[src/rtl/tcdq_pkg.sv]
`default_nettype none
package tcdq_pkg;

  localparam int unsigned QUEUE_DEPTH = 16;
  localparam int unsigned PTR_W = (QUEUE_DEPTH > 1) ? $clog2(QUEUE_DEPTH) : 1;
  localparam int unsigned CNT_W = $clog2(QUEUE_DEPTH + 1);

  localparam int unsigned KEY_W     = 32;
  localparam int unsigned BYTES_W   = 48;
  localparam int unsigned SIZE_W    = 10;
  localparam int unsigned STATUS_W  = 3;
  localparam int unsigned CFG_W     = 48;
  localparam int unsigned CFG_IDX_W = 2;

  localparam logic [CFG_IDX_W-1:0] CFG_ENABLED       = 2'd0;
  localparam logic [CFG_IDX_W-1:0] CFG_BIG_THRESHOLD = 2'd1;
  localparam logic [CFG_IDX_W-1:0] CFG_DEFAULT_SIZE  = 2'd2;

  localparam logic               RST_ENABLED       = 1'b1;
  localparam logic [BYTES_W-1:0] RST_BIG_THRESHOLD = 48'd1048576;
  localparam logic [SIZE_W-1:0]  RST_DEFAULT_SIZE  = 10'd128;

  localparam logic KIND_ENQ = 1'b0;
  localparam logic KIND_DEQ = 1'b1;

  typedef enum logic [STATUS_W-1:0] {
    ST_REJECTED  = 3'd0,
    ST_DUPLICATE = 3'd1,
    ST_QUEUED    = 3'd2,
    ST_POPPED    = 3'd3,
    ST_EMPTY     = 3'd4
  } status_e;

  typedef logic [PTR_W-1:0] ptr_t;
  typedef logic [CNT_W-1:0] cnt_t;

  localparam ptr_t PTR_LAST = PTR_W'(QUEUE_DEPTH - 1);
  localparam cnt_t CNT_FULL = CNT_W'(QUEUE_DEPTH);

  typedef struct packed {
    logic [KEY_W-1:0]   key;
    logic [BYTES_W-1:0] bytes;
    logic [SIZE_W-1:0]  size;
  } entry_t;

  localparam int unsigned ENTRY_W = $bits(entry_t);

  typedef struct packed {
    logic               kind;
    logic [KEY_W-1:0]   key;
    logic [BYTES_W-1:0] bytes;
    logic [SIZE_W-1:0]  size;
  } req_t;

  typedef struct packed {
    logic               enabled;
    logic [BYTES_W-1:0] big_threshold;
    logic [SIZE_W-1:0]  default_size;
  } cfg_t;

  typedef struct packed {
    status_e            status;
    logic [KEY_W-1:0]   key;
    logic [BYTES_W-1:0] bytes;
    logic [SIZE_W-1:0]  size;
    logic               from_big;
  } res_t;

  typedef struct packed {
    logic   we;
    ptr_t   waddr;
    entry_t wdata;
  } ram_wr_t;

  function automatic ptr_t ptr_inc(ptr_t p);
    ptr_inc = (p == PTR_LAST) ? '0 : p + 1'b1;
  endfunction

endpackage
`default_nettype wire

[src/rtl/tcdq_ram.sv]
`default_nettype none
module tcdq_ram #(
  parameter int unsigned Width = 8,
  parameter int unsigned Depth = 16,
  localparam int unsigned AddrW = (Depth > 1) ? $clog2(Depth) : 1
) (
  input  logic             clk_i,
  input  logic             we_i,
  input  logic [AddrW-1:0] waddr_i,
  input  logic [Width-1:0] wdata_i,
  input  logic [AddrW-1:0] raddr_i,
  output logic [Width-1:0] rdata_o
);

  logic [Width-1:0] mem_q [Depth];
  logic [Width-1:0] rdata_q;

  always_ff @(posedge clk_i) begin
    if (we_i) begin
      mem_q[waddr_i] <= wdata_i;
    end
  end

  always_ff @(posedge clk_i) begin
    rdata_q <= mem_q[raddr_i];
  end

  assign rdata_o = rdata_q;

endmodule
`default_nettype wire

[src/rtl/tcdq_ctrl.sv]
`default_nettype none
module tcdq_ctrl (
  input  logic             clk_i,
  input  logic             rst_ni,
  input  logic             in_valid_i,
  output logic             in_ready_o,
  input  tcdq_pkg::req_t   req_i,
  input  tcdq_pkg::cfg_t   cfg_i,
  input  logic             out_free_i,
  output logic             res_valid_o,
  output tcdq_pkg::res_t   res_o,
  output tcdq_pkg::ptr_t   rd_addr_o,
  output tcdq_pkg::ram_wr_t s_wr_o,
  output tcdq_pkg::ram_wr_t b_wr_o,
  input  tcdq_pkg::entry_t s_rdata_i,
  input  tcdq_pkg::entry_t b_rdata_i
);
  import tcdq_pkg::*;

  localparam logic [2:0] S_IDLE     = 3'd0;
  localparam logic [2:0] S_SCAN     = 3'd1;
  localparam logic [2:0] S_DECIDE   = 3'd2;
  localparam logic [2:0] S_POP_RD   = 3'd3;
  localparam logic [2:0] S_POP_DATA = 3'd4;
  localparam logic [2:0] S_FINISH   = 3'd5;

  logic [2:0] state_q, state_d;
  req_t       req_q, req_d;
  res_t       res_q, res_d;
  ptr_t       s_head_q, s_head_d, b_head_q, b_head_d;
  cnt_t       s_cnt_q, s_cnt_d, b_cnt_q, b_cnt_d;
  ptr_t       scan_ptr_q, scan_ptr_d;
  cnt_t       issue_q, issue_d;
  logic       sel_q, sel_d;
  logic       pop_sel_q, pop_sel_d;
  logic       cmp_vld_q, cmp_vld_d;
  logic       cmp_sel_q, cmp_sel_d;

  logic             issuing;
  logic             hit;
  logic [KEY_W-1:0] rd_key;
  logic             cls;
  ptr_t             cls_head;
  cnt_t             cls_cnt;
  logic [CNT_W:0]   tail_sum;
  ptr_t             tail;
  entry_t           new_entry;
  entry_t           pop_entry;

  assign issuing  = issue_q != (sel_q ? b_cnt_q : s_cnt_q);
  assign rd_key   = cmp_sel_q ? b_rdata_i.key : s_rdata_i.key;
  assign hit      = cmp_vld_q && (rd_key == req_q.key);

  assign cls      = req_q.bytes >= cfg_i.big_threshold;
  assign cls_head = cls ? b_head_q : s_head_q;
  assign cls_cnt  = cls ? b_cnt_q : s_cnt_q;

  always_comb begin
    tail_sum = (CNT_W+1)'(cls_head) + (CNT_W+1)'(cls_cnt);
    if (tail_sum >= (CNT_W+1)'(QUEUE_DEPTH)) begin
      tail_sum = tail_sum - (CNT_W+1)'(QUEUE_DEPTH);
    end
    tail = tail_sum[PTR_W-1:0];
  end

  assign new_entry.key   = req_q.key;
  assign new_entry.bytes = req_q.bytes;
  assign new_entry.size  = (req_q.size != '0) ? req_q.size : cfg_i.default_size;
  assign pop_entry       = pop_sel_q ? b_rdata_i : s_rdata_i;

  always_comb begin
    state_d    = state_q;
    req_d      = req_q;
    res_d      = res_q;
    s_head_d   = s_head_q;
    b_head_d   = b_head_q;
    s_cnt_d    = s_cnt_q;
    b_cnt_d    = b_cnt_q;
    scan_ptr_d = scan_ptr_q;
    issue_d    = issue_q;
    sel_d      = sel_q;
    pop_sel_d  = pop_sel_q;
    cmp_vld_d  = 1'b0;
    cmp_sel_d  = sel_q;
    rd_addr_o  = scan_ptr_q;
    s_wr_o     = '{we: 1'b0, waddr: tail, wdata: new_entry};
    b_wr_o     = '{we: 1'b0, waddr: tail, wdata: new_entry};
    in_ready_o  = 1'b0;
    res_valid_o = 1'b0;

    unique case (state_q)
      S_IDLE: begin
        in_ready_o = 1'b1;
        if (in_valid_i) begin
          req_d = req_i;
          res_d = '0;
          if (req_i.kind == KIND_DEQ) begin
            state_d = S_POP_RD;
          end else if (!cfg_i.enabled) begin
            res_d.status = ST_REJECTED;
            state_d      = S_FINISH;
          end else begin
            sel_d      = 1'b0;
            scan_ptr_d = s_head_q;
            issue_d    = '0;
            state_d    = S_SCAN;
          end
        end
      end
      S_SCAN: begin
        if (hit) begin
          res_d.status = ST_DUPLICATE;
          state_d      = S_FINISH;
        end else if (issuing) begin
          cmp_vld_d  = 1'b1;
          scan_ptr_d = ptr_inc(scan_ptr_q);
          issue_d    = issue_q + 1'b1;
        end else if (!cmp_vld_q) begin
          if (!sel_q) begin
            sel_d      = 1'b1;
            scan_ptr_d = b_head_q;
            issue_d    = '0;
          end else begin
            state_d = S_DECIDE;
          end
        end
      end
      S_DECIDE: begin
        if (cls_cnt == CNT_FULL) begin
          res_d.status = ST_REJECTED;
        end else begin
          res_d.status = ST_QUEUED;
          if (cls) begin
            b_wr_o.we = 1'b1;
            b_cnt_d   = b_cnt_q + 1'b1;
          end else begin
            s_wr_o.we = 1'b1;
            s_cnt_d   = s_cnt_q + 1'b1;
          end
        end
        state_d = S_FINISH;
      end
      S_POP_RD: begin
        if (s_cnt_q != '0) begin
          rd_addr_o = s_head_q;
          pop_sel_d = 1'b0;
          state_d   = S_POP_DATA;
        end else if (b_cnt_q != '0) begin
          rd_addr_o = b_head_q;
          pop_sel_d = 1'b1;
          state_d   = S_POP_DATA;
        end else begin
          res_d.status = ST_EMPTY;
          state_d      = S_FINISH;
        end
      end
      S_POP_DATA: begin
        res_d.status   = ST_POPPED;
        res_d.key      = pop_entry.key;
        res_d.bytes    = pop_entry.bytes;
        res_d.size     = pop_entry.size;
        res_d.from_big = pop_sel_q;
        if (pop_sel_q) begin
          b_head_d = ptr_inc(b_head_q);
          b_cnt_d  = b_cnt_q - 1'b1;
        end else begin
          s_head_d = ptr_inc(s_head_q);
          s_cnt_d  = s_cnt_q - 1'b1;
        end
        state_d = S_FINISH;
      end
      S_FINISH: begin
        if (out_free_i) begin
          res_valid_o = 1'b1;
          state_d     = S_IDLE;
        end
      end
      default: begin
        state_d = S_IDLE;
      end
    endcase
  end

  assign res_o = res_q;

  always_ff @(posedge clk_i or negedge rst_ni) begin
    if (!rst_ni) begin
      state_q    <= S_IDLE;
      s_head_q   <= '0;
      b_head_q   <= '0;
      s_cnt_q    <= '0;
      b_cnt_q    <= '0;
      scan_ptr_q <= '0;
      issue_q    <= '0;
      sel_q      <= 1'b0;
      pop_sel_q  <= 1'b0;
      cmp_vld_q  <= 1'b0;
      cmp_sel_q  <= 1'b0;
    end else begin
      state_q    <= state_d;
      s_head_q   <= s_head_d;
      b_head_q   <= b_head_d;
      s_cnt_q    <= s_cnt_d;
      b_cnt_q    <= b_cnt_d;
      scan_ptr_q <= scan_ptr_d;
      issue_q    <= issue_d;
      sel_q      <= sel_d;
      pop_sel_q  <= pop_sel_d;
      cmp_vld_q  <= cmp_vld_d;
      cmp_sel_q  <= cmp_sel_d;
    end
  end

  always_ff @(posedge clk_i) begin
    req_q <= req_d;
    res_q <= res_d;
  end

endmodule
`default_nettype wire

[src/rtl/two_class_dedup_job_queue.sv]
// Enqueue: the key scan runs one entry a cycle through a single comparator.
// One item at a time; a finished result waits in the output register while the
// next item is taken. Reset clears fill counts, pointers and output valid and loads
// the register defaults; queue storage is not cleared.
`default_nettype none
module two_class_dedup_job_queue (
  input  logic                               clk_i,
  input  logic                               rst_ni,
  input  logic                               in_valid_i,
  output logic                               in_ready_o,
  input  logic                               kind_i,
  input  logic [tcdq_pkg::KEY_W-1:0]         job_key_i,
  input  logic [tcdq_pkg::BYTES_W-1:0]       job_bytes_i,
  input  logic [tcdq_pkg::SIZE_W-1:0]        job_size_i,
  output logic                               out_valid_o,
  input  logic                               out_ready_i,
  output logic [tcdq_pkg::STATUS_W-1:0]      status_o,
  output logic [tcdq_pkg::KEY_W-1:0]         out_key_o,
  output logic [tcdq_pkg::BYTES_W-1:0]       out_bytes_o,
  output logic [tcdq_pkg::SIZE_W-1:0]        out_size_o,
  output logic                               from_big_o,
  input  logic                               cfg_we_i,
  input  logic [tcdq_pkg::CFG_IDX_W-1:0]     cfg_idx_i,
  input  logic [tcdq_pkg::CFG_W-1:0]         cfg_data_i
);
  import tcdq_pkg::*;

  cfg_t    cfg_q;
  req_t    req;
  res_t    res;
  res_t    out_q;
  logic    out_valid_q;
  logic    out_free;
  logic    res_valid;
  ptr_t    rd_addr;
  ram_wr_t s_wr;
  ram_wr_t b_wr;
  entry_t  s_rdata;
  entry_t  b_rdata;

  always_ff @(posedge clk_i or negedge rst_ni) begin
    if (!rst_ni) begin
      cfg_q.enabled       <= RST_ENABLED;
      cfg_q.big_threshold <= RST_BIG_THRESHOLD;
      cfg_q.default_size  <= RST_DEFAULT_SIZE;
    end else if (cfg_we_i) begin
      unique case (cfg_idx_i)
        CFG_ENABLED:       cfg_q.enabled       <= cfg_data_i[0];
        CFG_BIG_THRESHOLD: cfg_q.big_threshold <= cfg_data_i[BYTES_W-1:0];
        CFG_DEFAULT_SIZE:  cfg_q.default_size  <= cfg_data_i[SIZE_W-1:0];
        default: begin
        end
      endcase
    end
  end

  assign req.kind  = kind_i;
  assign req.key   = job_key_i;
  assign req.bytes = job_bytes_i;
  assign req.size  = job_size_i;

  tcdq_ctrl u_ctrl (
    .clk_i       (clk_i),
    .rst_ni      (rst_ni),
    .in_valid_i  (in_valid_i),
    .in_ready_o  (in_ready_o),
    .req_i       (req),
    .cfg_i       (cfg_q),
    .out_free_i  (out_free),
    .res_valid_o (res_valid),
    .res_o       (res),
    .rd_addr_o   (rd_addr),
    .s_wr_o      (s_wr),
    .b_wr_o      (b_wr),
    .s_rdata_i   (s_rdata),
    .b_rdata_i   (b_rdata)
  );

  tcdq_ram #(
    .Width (ENTRY_W),
    .Depth (QUEUE_DEPTH)
  ) u_small_ram (
    .clk_i   (clk_i),
    .we_i    (s_wr.we),
    .waddr_i (s_wr.waddr),
    .wdata_i (s_wr.wdata),
    .raddr_i (rd_addr),
    .rdata_o (s_rdata)
  );

  tcdq_ram #(
    .Width (ENTRY_W),
    .Depth (QUEUE_DEPTH)
  ) u_big_ram (
    .clk_i   (clk_i),
    .we_i    (b_wr.we),
    .waddr_i (b_wr.waddr),
    .wdata_i (b_wr.wdata),
    .raddr_i (rd_addr),
    .rdata_o (b_rdata)
  );

  assign out_free = !out_valid_q || out_ready_i;

  always_ff @(posedge clk_i or negedge rst_ni) begin
    if (!rst_ni) begin
      out_valid_q <= 1'b0;
    end else if (res_valid) begin
      out_valid_q <= 1'b1;
    end else if (out_ready_i) begin
      out_valid_q <= 1'b0;
    end
  end

  always_ff @(posedge clk_i) begin
    if (res_valid) begin
      out_q <= res;
    end
  end

  assign out_valid_o = out_valid_q;
  assign status_o    = out_q.status;
  assign out_key_o   = out_q.key;
  assign out_bytes_o = out_q.bytes;
  assign out_size_o  = out_q.size;
  assign from_big_o  = out_q.from_big;

endmodule
`default_nettype wire

[config.mk]
export PLATFORM = sky130hd
export DESIGN_NAME = two_class_dedup_job_queue
export DESIGN_NICKNAME = d
export VERILOG_FILES = /design/src/rtl/tcdq_pkg.sv /design/src/rtl/tcdq_ram.sv /design/src/rtl/tcdq_ctrl.sv /design/src/rtl/two_class_dedup_job_queue.sv
export SDC_FILE = /design/constraint.sdc
export NUM_CORES = 2
export LEC_CHECK = 0
export BUFFER_PORTS_ARGS = -buffer_cell sky130_fd_sc_hd__buf_2
export CORE_AREA = 2 2 448 672
export DETAILED_ROUTE_END_ITERATION = 10
export DIE_AREA = 0 0 450 674
export GPL_TIMING_DRIVEN = 0
export PLACE_DENSITY = 0.72
export SETUP_SLACK_MARGIN = 0.2
export SKIP_LAST_GASP = 1
export SYNTH_ARGS = -nofsm -noshare
export SYNTH_HDL_FRONTEND = slang
export SYNTH_SLANG_ARGS = --single-unit
export TNS_END_PERCENT = 50
[constraint.sdc]
create_clock -name clk_i -period 41.2 [get_ports clk_i]
set_input_delay 4.12 -clock clk_i [delete_from_list [all_inputs] [get_ports clk_i]]
set_output_delay 4.12 -clock clk_i [all_outputs]
set_load 0.1 [all_outputs]
# [Word-level counts from Yosys, hierarchy flattened]
# Memories as Yosys holds them, arrays and structs flattened. A register that Yosys moved wholly into a read port is not among the register bits.
# Index checks and enable logic that the tools add are counted.
# W data, S select, Z words.
[totals] output_inout_bits=96 rom_bits=0 input_bits=146 ram_bits=2880 reg_bits=372 latchBits=0 n_memories=2 wordCells=187
[mem_list] memory="u_big_ram.mem_q" words=16 word_bits=90 rd=1 rd_clocked_by_memory_dff=1 wr=1 line_no="tcdq_ram.sv:15" text="logic [Width-1:0] mem_q [Depth];"
[mem_list] memory="u_small_ram.mem_q" words=16 word_bits=90 rd=1 rd_clocked_by_memory_dff=1 wr=1 line_no="tcdq_ram.sv:15"
[op_classes] mux=82 shift=0 mul=0 n_reduce_logical=29 order_cmp=2 n_eq_ne=33 bitwise_logic=1 n_addsub=10 n_div=0
[ops] cell="$pmux W91 S2" n=1
[ops] cell="$mux W94" n=1
[ops] cell="$mux W90" n=1
[ops] cell="$mux W5" n=15
[ops] cell="$mux W4" n=15
[ops] cell="$ge A48 B48 Y1" n=1
[ops] cell="$mux W3" n=12
[ops] cell="$eq A32 B32 Y1" n=1
[ops] cell="$mux W32" n=1
[ops] cell="$pmux W3 S5" n=2
[ops] cell="$pmux W5 S2" n=3
[ops] cell="$mux W1" n=27
[ops] cell="$ne A2 B2 Y1 const B" n=12
[ops] cell="$reduce_and A2 Y1" n=8
[ops] cell="$add A5 B1 Y5 const B" n=3
[ops] cell="$reduce_bool A5 Y1" n=3
[ops] cell="$reduce_and A7 Y1" n=2
[ops] cell="$add A4 B1 Y4 const B" n=3
[ops] cell="$eq A4 B4 Y1 const B" n=3
[ops] cell="$ne A3 B3 Y1 const B" n=4
[ops] cell="$mux W10" n=1
[ops] cell="$reduce_and A5 Y1" n=2
[ops] cell="$reduce_bool A10 Y1" n=1
[ops] cell="$reduce_bool A2 Y1" n=5
[ops] cell="other kinds (24)" n=30

# [Logic depth before layout (Yosys ltp)]
[logic_depth] ltp_word=7 depth_mapped=18 mapped_depth_nobuf=16

# [Modules after synthesis]
# From an unflattened synthesis, not the netlist that was laid out.
[unflattened] hier_cells=5931 area_unflattened_um2=128958.7
[by_module_without_submodules] mod="tcdq_ram (u_small_ram)" seq_area_each_um2=45043.2 area_per_inst_um2=55603.3 n_inst=1 cells_each=2306
[by_module_without_submodules] mod="tcdq_ram (u_big_ram)" seq_area_each_um2=45043.2 area_per_inst_um2=55583.3 n_inst=1 cells_each=2306
[by_module_without_submodules] mod="tcdq_ctrl" seq_area_each_um2=6376.1 area_per_inst_um2=12608.3 n_inst=1 cells_each=1095
[by_module_without_submodules] mod="two_class_dedup_job_queue" seq_area_each_um2=4327.9 area_per_inst_um2=5163.7 n_inst=1 cells_each=224

# [Least setup slack after synthesis]
# Ideal clock, no wire load.
[synth_path] kind="register -> register" from="register u_ctrl.req_q, in the netlist u_ctrl.b_wr_o[55]" to="memory u_big_ram.mem_q[9][0] in the netlist's numbering (enable)" period_less_slack_ns=14.832 path_buffers=2 setup_time_ns=0.791 path_slack_ns=26.368 t_arrival_ns=14.041 required_time_ns=40.409 path_stages_with_launch=17 cell_sequence="edfxtp_1 ha_1 a21o_1 a21o_1 a221oi_1 o21ai_0 nor3_1 clkbuf_1 buf_1 mux2_2 ha_1 a21oi_1 o21ai_0 xnor2_1 or2_2 mux4_2 nor4b_1"
[synth_between] elab_chain_cells=7 word_cells_on_any_way=13 cone_classes="2 x add/sub; 2 x order compare; 1 x eq/ne; 8 x mux"
[synth_rtl] item="start: declaration" line_no="tcdq_ctrl.sv:28" text="req_t req_q, req_d;"
[synth_rtl] item="start signal: assignment" line_no="tcdq_ctrl.sv:215" text="req_q <= req_d;"
[synth_rtl] item="$ge A48 B48 Y1 *" line_no="tcdq_ctrl.sv:54" text="assign cls = req_q.bytes >= cfg_i.big_threshold;"
[synth_rtl] item="parallel branches: the longest is 6 deep, another holds $add A4 B5 Y6"
[synth_rtl] item="end: declaration" line_no="tcdq_ram.sv:15"
# Every way passes the cells marked *.

# [Worst setup path after layout]
[layout_path] from="register u_ctrl.req_q, in the netlist u_ctrl.b_wr_o[54]" to="memory u_small_ram.mem_q[1][53] in the netlist's numbering (enable)"
[layout_between] elab_chain_cells=7 word_cells_on_any_way=13 cone_classes="2 x add/sub; 2 x order compare; 1 x eq/ne; 8 x mux"
[layout_rtl] item="$ge A48 B48 Y1 *" line_no="tcdq_ctrl.sv:54"
[layout_rtl] item="parallel branches: the longest is 6 deep, another holds $add A4 B5 Y6"
[layout_rtl] item="end: declaration" line_no="tcdq_ram.sv:15"
# Marks and branches as above.

==> metrics <==
status complete, but fails checks; failing checks capacitance limit, slew limit; clock latency on the worst-skew pair approximately 900 ps; share of cells above drive strength 1 14.5%; CTS max path bufs 4; most frequent cells in the layout edfxtp_1, nand2_1, nor2_1, clkbuf_1, buf_2; RePlAce Congestion 0.918; worst r2r path cells 24; Initial Util roughly 45%; Worst Skew 52.5 ps; Reg-to-Reg End u_small_ram.mem_q[1][53]; Clock transition at path regs approximately 60 ps; worst path cell trace ha_1, nand4_1, inv_1, a221oi_1, o21ai_0, buf_4, nor3_1, clkbuf_1, buf_1, mux2_2, ha_1, a21oi_1, o21ai_0, xnor2_1, nand2_1, mux4_2, nor4b_2, buf_4, buf_4, buf_4, buf_4, buf_4, buf_4, buf_4; Setup crit end kind flip-flop; die area around 0.3 sq mm; Die X around 450 um; WP data required 41820 ps; multi-input logic area ~0.030 sq mm; synthesized instance count about 9000; final setup vio count 0; Async SR Flop Fraction 2.74%; Worst Min Path Start u_ctrl.cmp_sel_d; DRC 0; nature of the critical path startpoint flip-flop; overflow left after global routing 0; R2R Setup Slk 30600 ps; CP peak stage delay roughly 1100 ps; CP most frequent cell buf_4; Synth top area share 71.2%; final hold violations 0; height of the die between 600 and 700 um; part of the cycle the worst path needs ~26%; Relative slew margins -2.80%; sequential standard cell area just over 0.1 sq mm; Max VDD drop between 0.05 and 0.06 mV; vias between 80000 and 90000; HPWL Detailed roughly 300 mm; main flop type after synthesis edfxtp_1; vias in the first global route between 80000 and 90000; min cycle time layout roughly 11000 ps; Hold WC Path Type flip-flop to flip-flop; Root Buffer clkbuf_16; Critical Path Fanout Max 33; final-report max-slew violation count 11; Fin Setup TNS 0 ps; worst reg2reg startpoint u_ctrl.b_wr_o[54]; Post-synth EDFFs around 3200; Place WS between 30000 and 40000 ps; Fill cells 24000; Hold EP u_ctrl.cmp_sel_q; YS warnings 0; row cnt approximately 250; Nets 10100; initial antenna violation count roughly 40; Mean Syn Cell Area ~15 sq um; Max-cap violations 1; CP max stage cell edfxtp_1; WS Path Type flip-flop to flip-flop; initial drt markers roughly 11000; post_cts resized 0; DR pass1 iterations 9; sequential area share after synthesis between 70% and 80%; post-layout power between 10000 and 15000 uW; CTS Hold Bufs 0; mapped cell area 0.133 sq mm; largest area contributor in the netlist edfxtp_1; wire length of the first global-routing pass about 580 mm; H-tree depth 5; CTS Buf Count roughly 320; Vias/cell 6.07; Synth cell types 72; IO Count approximately 240; Final WS setup between 30000 and 40000 ps; setup repair bufs after CTS 0; main area contributors after synthesis edfxtp_1, nand2_1, dfxtp_1; Fmax around 0.094 GHz; Syn Nets ~9100; Overall Global Routing Usage 26.7%; CTS tree yes; Routed Antenna Nets 0; wire per inst between 20 and 30 um; transition time of the tightest slew-check pin around 1500 ps; largest net degree at the start of global routing 60; commonest non-fill, non-tap cell in the layout edfxtp_1; Std-Cell Core Area just under 0.3 sq mm; Area Overhead vs Synth 15.8%; hold_ws around 380 ps; crit path DAT between 10000 and 15000 ps; I/O Buffers around 240; register bit total from synthesis 3432; Static Leak 0.0528 uW; hold path cells 0; RSZ-0062 raised after global routing false; CTS Sinks between 3000 and 4000; final wirelength ~420 mm; PD cells about 73 mW/mm^2
==> logic make-up after synthesis <==
group	Yosys count	share of synthesized area (%)
AOI/OAI and AO/OA	1487	9.22
buffers and inverters	695	2.10
and+or+nand+nor	2764	8.92
xor gates and xnor gates	58	0.382
muxes	392	3.04
adders and majority gates	64	0.619
DFF	3432	75.7
==> critical path: cells and delay by family (launching register included) <==
kind / cells / cell delay (ps)
XOR/XNOR: 1 / 410
buffers and inverters: 11 / 2840
AND/OR/NAND/NOR: 4 / 2470
AO/OA/AOI/OAI: 4 / 1660
adder cells (fa/ha/maj): 2 / 730
multiplexers: 2 / 1040
flip-flops: 1 / 1070
==> sequential cells by signal, indices dropped and copies added (netlist names), 4 cells and up <==
register,flops
u_big_ram.mem_q,1440
u_small_ram.mem_q,1440
u_ctrl.res_o,94
u_big_ram.rdata_o,90
u_small_ram.rdata_o,90
u_ctrl.b_wr_o,80
cfg_q,59
out_bytes_o,48
out_key_o,32
out_size_o,10
u_ctrl.req_q,10
u_ctrl.b_cnt_q,5
u_ctrl.issue_q,5
u_ctrl.s_cnt_q,5
u_ctrl.b_head_q,4
u_ctrl.s_head_q,4
u_ctrl.scan_ptr_q,4
==> per-stage QoR <==
stage               cells  utilization (%)  cell area, sq um
floorplan            8892                -            133000
global placement    13100             46.7            139000
detailed placement  13600             48.2            144000
CTS                 14100             51.7            154000
global route        14100             51.7            154000
finish              14200             51.7            154000
==> worst max path at each step <==
| stage | depth (start not counted) | endpoint | start |
|---|---|---|---|
| 2_1_floorplan | 16 | u_big_ram.mem_q[9][0] | u_ctrl.b_wr_o[55] |
| 3_3_place_gp | 16 | u_small_ram.mem_q[9][47] | u_ctrl.b_wr_o[48] |
| 3_5_place_dp | 23 | u_big_ram.mem_q[1][35] | u_ctrl.b_wr_o[37] |
| 4_1_cts | 23 | u_small_ram.mem_q[1][48] | u_ctrl.b_wr_o[37] |
| 5_1_grt | 24 | u_small_ram.mem_q[1][49] | u_ctrl.b_wr_o[51] |
| 6_report | 24 | u_small_ram.mem_q[1][53] | u_ctrl.b_wr_o[54] |
==> power by group <==
| part | switching (uW) | internal (uW) | leakage [uW] |
|---|---|---|---|
| logic | 2740 | 1100 | 0.0166 |
| clock network | 1310 | 1640 | 0.00504 |
| registers | 248 | 4210 | 0.0311 |
| total | 4310 | 6950 | 0.0528 |
==> cell type report <==
type,count,share of cell area (%)
Clock inverter,164,1.06
Tap cell,3968,3.22
Timing Repair Buffer,696,3.55
Clock buffer,413,5.59
Inverter,69,0.168
Buffer,626,1.67
Antenna cell,47,0.0763
Multi-Input combinational cell,4765,19.3
Sequential cell,3432,65.4
==> cell usage after synthesis (6+ instances only) <==
cell type and count:
edfxtp_1 3158, nand2_1 1472, nor2_1 599, clkbuf_1 447, and3_1 376, a211oi_1 343, a311oi_1 326, mux2i_1 314
nand3_1 205, dfxtp_1 180, a32oi_1 169, o211a_1 165, o31a_1 163, buf_2 145, dfrtp_1 91, mux2_2 76
a21oi_1 70, inv_1 68, ha_1 61, xnor2_1 51, o21ai_0 45, a21boi_0 32, buf_1 32, a32o_1 31
nor4_1 29, a21o_1 24, a31oi_1 21, o211ai_1 18, nor3_1 17, a2111oi_0 16, nand4_1 15, o22ai_1 15
o32a_1 14, nand2b_1 12, and2_1 8, xor2_1 7, o221ai_1 6
==> per-layer routing <==
metal	global-route usage (%)	wire length, um
met3	5.17	37100
met1	29.1	135000
met5	0	181
met2	45.5	207000
met4	21.1	36900
(Power assumes the default switching activity.)
